===== config.mk =====
export PLATFORM = sky130hd
export DESIGN_NAME = gregorian_date_add_days_unit_flat
export DESIGN_NICKNAME = d
export VERILOG_FILES = /design/src/rtl/core/gda_pkg.sv /design/src/rtl/core/gda_stream_if.sv /design/src/rtl/core/gregorian_date_add_days_unit.sv /design/src/rtl/core/gda_to_serial.sv /design/src/rtl/core/gda_to_date.sv /design/src/flat_wrapper.sv
export SDC_FILE = /design/constraint.sdc
export NUM_CORES = 2
export LEC_CHECK = 0
export BUFFER_PORTS_ARGS = -buffer_cell sky130_fd_sc_hd__buf_2
export CAP_MARGIN = 20
export CORE_MARGIN = 4
export CORE_UTILIZATION = 57
export CTS_CLUSTER_DIAMETER = 100
export DETAILED_ROUTE_END_ITERATION = 8
export PLACE_DENSITY = 0.73
export SLEW_MARGIN = 20
export SYNTH_ARGS = -nofsm -noshare
export SYNTH_HDL_FRONTEND = slang
export SYNTH_SLANG_ARGS = --single-unit

===== constraint.sdc =====
create_clock -name clock -period 14.9 [get_ports clock]
set_input_delay 1.49 -clock clock [delete_from_list [all_inputs] [get_ports clock]]
set_output_delay 1.49 -clock clock [all_outputs]
set_load 0.1 [all_outputs]

===== src/rtl/core/gda_pkg.sv =====
// ----------------------------------------------------------------------------
// gda_pkg
// Shared types, constants and calendar helpers for the date add unit.
// ----------------------------------------------------------------------------
package gda_pkg;

   localparam int YEAR_W   = 14;
   localparam int MONTH_W  = 4;
   localparam int DAY_W    = 5;
   localparam int OFFSET_W = 24;
   localparam int STATUS_W = 2;
   // Serial day numbers up to year 65535 fit in 25 bits; one more bit holds the sign.
   localparam int SERIAL_W = 26;

   localparam logic [STATUS_W-1:0] STATUS_EXACT = 2'd0;
   localparam logic [STATUS_W-1:0] STATUS_LOW   = 2'd1;
   localparam logic [STATUS_W-1:0] STATUS_HIGH  = 2'd2;

   localparam int DAYS_PER_400Y = 146097;
   localparam int DAYS_PER_100Y = 36524;
   localparam int DAYS_PER_4Y   = 1461;
   localparam int DAYS_COMMON   = 365;
   localparam int DAYS_LEAP     = 366;

   typedef struct packed {
      logic [YEAR_W-1:0]   year;
      logic [MONTH_W-1:0]  month;
      logic [DAY_W-1:0]    day;
      logic [OFFSET_W-1:0] offset_days;
   } req_type;

   typedef struct packed {
      logic [YEAR_W-1:0]   year;
      logic [MONTH_W-1:0]  month;
      logic [DAY_W-1:0]    day;
      logic [STATUS_W-1:0] status;
   } rsp_type;

   // Leap test by pattern: q100/q4/q1 style is used downstream; this one
   // takes the year split into its century count and remainder.
   function automatic logic leap_split(input logic [9:0] cent, input logic [6:0] rem);
      logic res;
      if (rem[1:0] != 2'd0) res = 1'b0;
      else if (rem != 7'd0) res = 1'b1;
      else res = (cent[1:0] == 2'd0);
      return res;
   endfunction

   // Days before the first of month m in a common year.
   function automatic logic [8:0] cum_days(input logic [MONTH_W-1:0] m);
      logic [8:0] r;
      case (m)
         4'd1: r = 9'd0;    4'd2: r = 9'd31;   4'd3: r = 9'd59;
         4'd4: r = 9'd90;   4'd5: r = 9'd120;  4'd6: r = 9'd151;
         4'd7: r = 9'd181;  4'd8: r = 9'd212;  4'd9: r = 9'd243;
         4'd10: r = 9'd273; 4'd11: r = 9'd304; default: r = 9'd334;
      endcase
      return r;
   endfunction

   function automatic logic [DAY_W-1:0] month_len(input logic [MONTH_W-1:0] m,
                                                  input logic lp);
      logic [DAY_W-1:0] r;
      case (m)
         4'd2: r = lp ? 5'd29 : 5'd28;
         4'd4, 4'd6, 4'd9, 4'd11: r = 5'd30;
         default: r = 5'd31;
      endcase
      return r;
   endfunction

endpackage


===== src/rtl/core/gda_stream_if.sv =====
// ----------------------------------------------------------------------------
// gda_stream_if
// Valid/ready channel carrying one payload item.
// ----------------------------------------------------------------------------
interface gda_stream_if #(parameter type payload_type = logic);
   logic        valid;
   logic        ready;
   payload_type payload;
   modport source (output valid, output payload, input ready);
   modport sink   (input valid, input payload, output ready);
endinterface


===== src/rtl/core/gregorian_date_add_days_unit.sv =====
// ----------------------------------------------------------------------------
// gregorian_date_add_days_unit
// Adds a signed day offset to a proleptic Gregorian date.
// ----------------------------------------------------------------------------
// The unit accepts one item per clock unless a result at the output is
// not taken: two stages form and limit the serial day number and
// three turn it back into a date. The whole pipeline advances together, so
// a stalled result holds every stage; an empty slot at the output lets the
// pipeline advance while the consumer waits. Results below 0001-01-01 are
// clamped (status 1), results past December 31 of MAX_YEAR saturate
// (status 2).
module gregorian_date_add_days_unit #(
   parameter int MAX_YEAR = 9999
) (
   input logic   clock,
   input logic   reset,
   gda_stream_if.sink   req,
   gda_stream_if.source rsp
);
   import gda_pkg::*;

   logic                en;
   logic                s_valid;
   logic [SERIAL_W-2:0] s_serial;
   logic [STATUS_W-1:0] s_status;
   logic                d_valid;
   rsp_type             d_rsp;

   // Advance unless the output holds an item that is not taken.
   assign en = !d_valid || rsp.ready;
   assign req.ready = en;

   gda_to_serial #(.MAX_YEAR(MAX_YEAR)) u_to_serial (
      .clock, .reset, .en,
      .in_valid(req.valid), .in_req(req.payload),
      .out_valid(s_valid), .out_serial(s_serial), .out_status(s_status)
   );

   gda_to_date u_to_date (
      .clock, .reset, .en,
      .in_valid(s_valid), .in_serial(s_serial), .in_status(s_status),
      .out_valid(d_valid), .out_rsp(d_rsp)
   );

   assign rsp.valid   = d_valid;
   assign rsp.payload = d_rsp;

`ifndef NO_ASSERTIONS
   a_stall_holds: assert property (@(posedge clock) disable iff (reset)
      rsp.valid && !rsp.ready |=> rsp.valid && $stable(rsp.payload))
      else $error("result changed while stalled");
   a_clamp_value: assert property (@(posedge clock) disable iff (reset)
      rsp.valid && rsp.payload.status == STATUS_LOW |->
      rsp.payload.year == 14'd1 && rsp.payload.month == 4'd1 && rsp.payload.day == 5'd1)
      else $error("clamped result is not the first day");
   a_status_code: assert property (@(posedge clock) disable iff (reset)
      rsp.valid |-> rsp.payload.status == STATUS_EXACT || rsp.payload.status == STATUS_LOW
                    || rsp.payload.status == STATUS_HIGH)
      else $error("bad status");
`endif
endmodule


===== src/rtl/core/gda_to_serial.sv =====
// ----------------------------------------------------------------------------
// gda_to_serial
// Two stages: clamp the date fields and split the year, then form the
// serial day number, add the offset and limit it.
// ----------------------------------------------------------------------------
module gda_to_serial #(
   parameter int MAX_YEAR = 9999
) (
   input  logic                  clock,
   input  logic                  reset,
   input  logic                  en,
   input  logic                  in_valid,
   input  gda_pkg::req_type      in_req,
   output logic                  out_valid,
   output logic [gda_pkg::SERIAL_W-2:0] out_serial,
   output logic [gda_pkg::STATUS_W-1:0] out_status
);
   import gda_pkg::*;

   localparam int PM = MAX_YEAR;
   localparam int LAST = PM * 365 + PM / 4 - PM / 100 + PM / 400 - 1;
   localparam logic [SERIAL_W-1:0] LAST_S = SERIAL_W'(LAST);

   // Stage 1: clamped fields, p = year - 1 split by 100.
   logic [YEAR_W+1:0]  p;
   logic [9:0]         cent_in, cent_ff;
   logic [6:0]         rem_in, rem_ff;
   logic [MONTH_W-1:0] m_in, m_ff;
   logic [DAY_W-1:0]   d_in, d_ff;
   logic [OFFSET_W-1:0] off_ff;
   logic [15:0]        y;
   logic [9:0]         yc;
   logic [6:0]         yr;
   logic               lp;
   logic [DAY_W-1:0]   ml;
   logic               v1_ff;

   always_comb begin
      y = {2'b0, in_req.year};
      if (y < 16'd1) y = 16'd1;
      if (y > 16'(MAX_YEAR)) y = 16'(MAX_YEAR);
      p = (YEAR_W+2)'(y - 16'd1);
      // Divide by 100 through a reciprocal, with one correction step.
      cent_in = 10'((64'(p) * 64'd42949673) >> 32);
      rem_in = 7'(p - 16'(cent_in) * 16'd100);
      if (16'(rem_in) >= 16'd100) begin
         cent_in = cent_in + 10'd1;
         rem_in = rem_in - 7'd100;
      end
      yc = 10'((64'(y) * 64'd42949673) >> 32);
      yr = 7'(y - 16'(yc) * 16'd100);
      if (16'(yr) >= 16'd100) begin
         yc = yc + 10'd1;
         yr = yr - 7'd100;
      end
      lp = leap_split(yc, yr);
      m_in = in_req.month;
      if (m_in < 4'd1) m_in = 4'd1;
      if (m_in > 4'd12) m_in = 4'd12;
      ml = month_len(m_in, lp);
      d_in = in_req.day;
      if (d_in < 5'd1) d_in = 5'd1;
      if (d_in > ml) d_in = ml;
   end

   logic lp_ff;
   always_ff @(posedge clock) begin
      if (reset) v1_ff <= 1'b0;
      else if (en) v1_ff <= in_valid;
      if (en) begin
         cent_ff <= cent_in;
         rem_ff  <= rem_in;
         m_ff    <= m_in;
         d_ff    <= d_in;
         off_ff  <= in_req.offset_days;
         lp_ff   <= lp;
      end
   end

   // Stage 2: serial number and limits.
   logic [SERIAL_W-1:0] n;
   logic [SERIAL_W-1:0] pp;
   logic [SERIAL_W-2:0] s_in, s_ff;
   logic [STATUS_W-1:0] st_in, st_ff;
   logic                v2_ff;

   always_comb begin
      pp = SERIAL_W'(cent_ff) * SERIAL_W'(100) + SERIAL_W'(rem_ff);
      n = pp * SERIAL_W'(DAYS_COMMON) + (pp >> 2) - SERIAL_W'(cent_ff)
          + SERIAL_W'(cent_ff >> 2)
          + SERIAL_W'(cum_days(m_ff)) + SERIAL_W'((lp_ff && m_ff > 4'd2) ? 1 : 0)
          + SERIAL_W'(d_ff) - SERIAL_W'(1)
          + {{(SERIAL_W-OFFSET_W){off_ff[OFFSET_W-1]}}, off_ff};
      st_in = STATUS_EXACT;
      s_in = n[SERIAL_W-2:0];
      if (n[SERIAL_W-1]) begin
         s_in = '0;
         st_in = STATUS_LOW;
      end else if (n > LAST_S) begin
         s_in = LAST_S[SERIAL_W-2:0];
         st_in = STATUS_HIGH;
      end
   end

   always_ff @(posedge clock) begin
      if (reset) v2_ff <= 1'b0;
      else if (en) v2_ff <= v1_ff;
      if (en) begin
         s_ff  <= s_in;
         st_ff <= st_in;
      end
   end

   assign out_valid  = v2_ff;
   assign out_serial = s_ff;
   assign out_status = st_ff;
endmodule


===== src/rtl/core/gda_to_date.sv =====
// ----------------------------------------------------------------------------
// gda_to_date
// Three stages turn a serial day number back into year, month and day:
// 400- and 100-year cycles, 4-year and single years, then the month.
// ----------------------------------------------------------------------------
module gda_to_date (
   input  logic                         clock,
   input  logic                         reset,
   input  logic                         en,
   input  logic                         in_valid,
   input  logic [gda_pkg::SERIAL_W-2:0] in_serial,
   input  logic [gda_pkg::STATUS_W-1:0] in_status,
   output logic                         out_valid,
   output gda_pkg::rsp_type             out_rsp
);
   import gda_pkg::*;

   // Stage A: 400-year cycles by reciprocal, then centuries.
   // The reciprocal rounds down, so the quotient is low by at most one.
   logic [7:0]  q400;
   logic [18:0] r400;
   logic [1:0]  q100_in, q100_ff;
   logic [15:0] r100_in, r100_ff;
   logic [7:0]  q400_ff;
   logic [STATUS_W-1:0] sa_ff, sb_ff;
   logic        va_ff, vb_ff, vc_ff;

   always_comb begin
      q400 = 8'((48'(in_serial) * 48'd1837) >> 28);
      r400 = 19'(32'(in_serial) - 32'(q400) * 32'(DAYS_PER_400Y));
      if (r400 >= 19'(DAYS_PER_400Y)) begin
         q400 = q400 + 8'd1;
         r400 = r400 - 19'(DAYS_PER_400Y);
      end
      if (r400 >= 19'(3 * DAYS_PER_100Y)) begin
         q100_in = 2'd3; r100_in = 16'(r400 - 19'(3 * DAYS_PER_100Y));
      end else if (r400 >= 19'(2 * DAYS_PER_100Y)) begin
         q100_in = 2'd2; r100_in = 16'(r400 - 19'(2 * DAYS_PER_100Y));
      end else if (r400 >= 19'(DAYS_PER_100Y)) begin
         q100_in = 2'd1; r100_in = 16'(r400 - 19'(DAYS_PER_100Y));
      end else begin
         q100_in = 2'd0; r100_in = 16'(r400);
      end
   end

   always_ff @(posedge clock) begin
      if (reset) va_ff <= 1'b0;
      else if (en) va_ff <= in_valid;
      if (en) begin
         q400_ff <= q400; q100_ff <= q100_in; r100_ff <= r100_in; sa_ff <= in_status;
      end
   end

   // Stage B: 4-year groups and single years.
   logic [4:0]  q4;
   logic [11:0] r4;
   logic [1:0]  q1;
   logic [8:0]  ry_in, ry_ff;
   logic [15:0] y_in, y_ff;

   always_comb begin
      q4 = 5'((32'(r100_ff) * 32'd2870) >> 22);
      r4 = 12'(r100_ff - 16'(q4) * 16'(DAYS_PER_4Y));
      if (r4 >= 12'(DAYS_PER_4Y)) begin
         q4 = q4 + 5'd1; r4 = r4 - 12'(DAYS_PER_4Y);
      end
      if (r4 >= 12'(3 * DAYS_COMMON)) begin
         q1 = 2'd3; ry_in = 9'(r4 - 12'(3 * DAYS_COMMON));
      end else if (r4 >= 12'(2 * DAYS_COMMON)) begin
         q1 = 2'd2; ry_in = 9'(r4 - 12'(2 * DAYS_COMMON));
      end else if (r4 >= 12'(DAYS_COMMON)) begin
         q1 = 2'd1; ry_in = 9'(r4 - 12'(DAYS_COMMON));
      end else begin
         q1 = 2'd0; ry_in = 9'(r4);
      end
      y_in = 16'(q400_ff) * 16'd400 + 16'(q100_ff) * 16'd100 + 16'(q4) * 16'd4
             + 16'(q1) + 16'd1;
   end

   // The leap test works from the cycle position: q1 of 3 is the fourth year.
   logic lp_in, lp_ff;
   assign lp_in = (q1 == 2'd3) && ((q4 != 5'd24) || (q100_ff == 2'd3));

   always_ff @(posedge clock) begin
      if (reset) vb_ff <= 1'b0;
      else if (en) vb_ff <= va_ff;
      if (en) begin
         y_ff <= y_in; ry_ff <= ry_in; lp_ff <= lp_in; sb_ff <= sa_ff;
      end
   end

   // Stage C: month and day from the day of year.
   logic [MONTH_W-1:0] m;
   logic [8:0]         base;
   logic [8:0]         start;
   rsp_type            rsp_in, rsp_ff;

   always_comb begin
      m = 4'd1;
      for (int k = 2; k <= 12; k++) begin
         start = cum_days(MONTH_W'(k)) + 9'((lp_ff && k > 2) ? 1 : 0);
         if (ry_ff >= start) m = MONTH_W'(k);
      end
      base = cum_days(m) + 9'((lp_ff && m > 4'd2) ? 1 : 0);
      rsp_in.year   = y_ff[YEAR_W-1:0];
      rsp_in.month  = m;
      rsp_in.day    = DAY_W'(ry_ff - base + 9'd1);
      rsp_in.status = sb_ff;
   end

   always_ff @(posedge clock) begin
      if (reset) vc_ff <= 1'b0;
      else if (en) vc_ff <= vb_ff;
      if (en) begin
         rsp_ff <= rsp_in;
      end
   end

   assign out_valid = vc_ff;
   assign out_rsp   = rsp_ff;
endmodule


===== src/flat_wrapper.sv =====
// flat-port wrapper written by rule: the top's interface ports become plain ports
module gregorian_date_add_days_unit_flat import gda_pkg::*;
#(
   parameter int MAX_YEAR = 9999
)
  (clock, reset, req_valid, req_payload, req_ready, rsp_valid, rsp_payload, rsp_ready);
  gda_stream_if #(.payload_type(req_type)) req_i ();
  gda_stream_if #(.payload_type(rsp_type)) rsp_i ();
  input logic clock;
  input logic reset;
  input wire logic [$bits(req_i.valid)-1:0] req_valid;
  input wire logic [$bits(req_i.payload)-1:0] req_payload;
  output wire logic [$bits(req_i.ready)-1:0] req_ready;
  output wire logic [$bits(rsp_i.valid)-1:0] rsp_valid;
  output wire logic [$bits(rsp_i.payload)-1:0] rsp_payload;
  input wire logic [$bits(rsp_i.ready)-1:0] rsp_ready;
  assign req_i.valid = req_valid;
  assign req_i.payload = req_payload;
  assign req_ready = req_i.ready;
  assign rsp_valid = rsp_i.valid;
  assign rsp_payload = rsp_i.payload;
  assign rsp_i.ready = rsp_ready;
  gregorian_date_add_days_unit #(.MAX_YEAR(MAX_YEAR)) u_core (.clock(clock), .reset(reset), .req(req_i), .rsp(rsp_i));
endmodule

==> metrics.cfg <==
[run_status]
status = finished, final reports clean

[timing]
worstMarginPinSlew_ps = 1060
final_max_slew_viol_count = 0
period_minus_slack_ps = 13920
finalCritPeriodShare_pct = 93.4
grt_setup_unrepaired = false
maxSlewHeadroom_pct = 28.9
finalSetupViolations = 0
finClkSkew_ps = 19.1
hold_viol = 0
setup_tns_ps = 0
fmax_mhz = 71.8

[placed_design]
gp_congestion = 0.923
port_buffers = 77
dp_hpwl_mm = 79.0

[cts]
cts-root-buf = clkbuf_16
h-tree-depth = 4
clk_path_buf_depth = 2
clk_pin_slew_ps = 80
cts_tree = done
cts_hold_buf = 0
cts_num_sinks = 171
clk_latency_ps = 500
numCtsBuffers = 17

[min_path]
worstHoldStart = u_core.u_to_date.y_ff[3]
hold-path-cell-count = 0
hp-class = flip-flop to flip-flop
min_delay_worst_endpoint = u_core.u_to_date.out_rsp[14]

[synth]
synthTopCellsByCount = inv_1 (1100), ha_1 (873), fa_1 (586)
avgSynthCellArea_um2 = 9.73
synthCells = 4332
ys_seq_area_share_pct = 11.8
synthArstFlopShare_pct = 0
ys_seq_elements = 171
synthTopCellsByArea = fa_1 (28%), ha_1 (26%), edfxtp_1 (11%), inv_1 (9.8%), xnor2_1 (4.0%)
synth_most_common_cell = inv_1
syn-cell-area_um2 = 42200
synth_edf_count = 157
yosysTopAreaCellShare_pct = 27.8
synth-main-ff-cell = edfxtp_1
synthDistinctLibCells = 114
synth.largest_area_cell = fa_1
ys_warn_count = 0

[worst_setup_path]
cp-start-kind = flip-flop
end_kind = flip-flop
crit_fanout = 14
worstSetupPathType = flip-flop to flip-flop
r2r-end = u_core.u_to_date.r100_ff[11]
ff2ff_path_depth = 47
r2r_setup_slack_ps = 980
critPathArrivalTime_ps = 14150
max_stage_delay_ps = 640
worstPathRequired_ps = 15130
worst_path_most_repeated_cell = inv_1
reg2reg_from = u_core.u_to_serial.out_serial[12]
cp_slowest_cell = edfxtp_1

[job]
cap_violations = 0

[routing]
drc_errors = 0
routed_wirelength_mm = 90.6
routedWlPerCell_um = 16.9
num_vias = 29400
drt_pass1_iterations = 5
vias_per_cell = 5.48
antenna_left = 0
dr.first_iter.drc_count = 1548

[global_route]
antenna_found_initial = 1
grt_first_pass_wirelength_mm = 152
grt_usage_pct = 23.9
overflow = 0
first_global_vias = 30300
grt_max_degree = 77

[floorplanning]
die_h_um = 280
die_width_um = 280
start_util_pct = 57.7
core_um2 = 73100
num_rows = 99
num_io_pins = 78
die-area_um2 = 78400

[layout]
finalNetCount = 5914
final_layout_size_suffix_gt1_share_pct = 5.21
areaGrowthSynthToFinish_pct = 5.05
fillers = 6164
n_antenna_cell = 0

-- metal layers --
| metal | share of wire [%] | vias to the layer above | wire (µm) | global-route usage (%) |
|---|---|---|---|---|
| met5 | 0 | - | 0 | 0 |
| met2 | 47 | 632 | 42400 | 39.9 |
| met1 | 47 | 14500 | 42800 | 34.4 |
| li1 | - | 14300 | - | - |
| met3 | 4.4 | 81 | 3980 | 2.65 |
| met4 | 1.5 | 0 | 1360 | 4.47 |
-- kinds of logic (layout without fill, tap and decap cells) --
logic type,after synthesis,after routing,synth area share (%)
AND/OR/NAND/NOR,631,631,7.47
multiplexers,20,20,0.493
adder cells (fa/ha/maj),1460,1460,53.8
buffers and inverters,1155,1238,10.4
XOR/XNOR,262,262,5.69
other,1,3,0.00889
flip-flops,171,171,11.8
AO/OA/AOI/OAI,632,632,10.3
-- state kept, by name (all words and copies together) (netlist names), named ones only --
signal and flops:
u_core.u_to_date.sb_ff 2, u_core.u_to_serial.v1_ff 1, u_core.u_to_serial.d_ff 5, u_core.u_to_date.sa_ff 2
u_core.u_to_date.vb_ff 1, u_core.u_to_date.va_ff 1, u_core.u_to_serial.out_valid 1, u_core.u_to_serial.off_ff 24
u_core.u_to_serial.lp_ff 1, u_core.u_to_date.out_rsp 25, u_core.u_to_serial.rem_ff 7, u_core.u_to_serial.out_status 2
u_core.u_to_date.lp_ff 1, u_core.u_to_date.q100_ff 2, u_core.u_to_date.ry_ff 9, u_core.u_to_date.y_ff 14
u_core.u_to_serial.out_serial 25, u_core.u_to_date.q400_ff 8, u_core.u_to_serial.cent_ff 10, u_core.u_to_date.r100_ff 16
u_core.u_to_date.out_valid 1, u_core.u_to_serial.m_ff 4
-- layout make-up --
| cell class | instances | area (µm²) | share of cell area [%] |
|---|---|---|---|
| Inverter | 1105 | 4160 | 9.38 |
| Clock inverter | 15 | 163 | 0.367 |
| Sequential cell | 171 | 4990 | 11.3 |
| Multi-Input combinational cell | 3008 | 32800 | 74.0 |
| Timing Repair Buffer | 101 | 566 | 1.28 |
| Tap cell | 959 | 1200 | 2.71 |
| Clock buffer | 17 | 425 | 0.960 |
-- worst max-delay path by stage --
| stage | startpoint | end | slack, ps | depth (start not counted) |
|---|---|---|---|---|
| final | u_core.u_to_serial.out_serial[12] | u_core.u_to_date.r100_ff[11] | 980 | 47 |
| after global routing | u_core.u_to_serial.out_serial[12] | u_core.u_to_date.r100_ff[11] | 30 | 45 |
| after CTS | u_core.u_to_serial.out_serial[3] | u_core.u_to_date.r100_ff[11] | 820 | 45 |
| after detailed placement | u_core.u_to_serial.out_serial[3] | u_core.u_to_date.r100_ff[11] | 830 | 45 |
| after global placement | u_core.u_to_serial.out_serial[12] | u_core.u_to_date.r100_ff[11] | 1110 | 47 |
| after floorplan | u_core.u_to_serial.out_serial[3] | u_core.u_to_date.r100_ff[6] | 1930 | 50 |
-- critical path: cells and delay by family (launching register included) --
kind,cells,cell delay (ps)
flip-flops,1,640
AND/OR/NAND/NOR,8,1860
adder cells (fa/ha/maj),12,5650
XOR/XNOR,4,910
buffers and inverters,11,1130
AO/OA/AOI/OAI,12,3460
-- per-stage QoR --
stage	util [%]	hold WS (ps)	instance area (µm²)	setup WS (ps)	instances
floorplan	-	400	42200	1930	4334
global placement	59.8	401	43700	1110	5344
detailed placement	59.8	405	43700	832	5344
CTS	60.6	414	44300	821	5376
global route	60.6	427	44300	29.6	5376
finish	60.6	416	44300	979	5376
-- placed cells by master, fill, tap and decap left out, types with 15 or more instances in the layout --
cell,netlist,routed
inv_1,1100,1100
ha_1,873,873
fa_1,586,586
xnor2_1,191,191
a21oi_1,174,174
nor2_1,162,162
nand2_1,157,157
edfxtp_1,157,157
o21ai_0,93,93
buf_2,7,77
a21o_1,74,74
nand3_1,69,69
xor2_1,62,62
nor3_1,39,39
nand4_1,29,29
a31oi_1,27,27
buf_4,3,24
nand2b_1,23,22
o211ai_1,22,22
nor2b_1,21,21
o21bai_1,20,20
and2_1,19,19
and3_1,19,19
o21a_1,18,18
clkbuf_16,0,17
o31ai_1,16,16
or2_2,16,16
a211oi_1,15,15
-- repair_timing --
item                                    4_1_cts  5_1_grt
setup buffers                                 0        0
endpoints found under the setup margin        0       15
endpoints found under the hold margin         0        0
gates resized for setup                       0        3
Power is not shown: default switching activity piles up to over one toggle a cycle in this logic, so the estimate is an artifact.
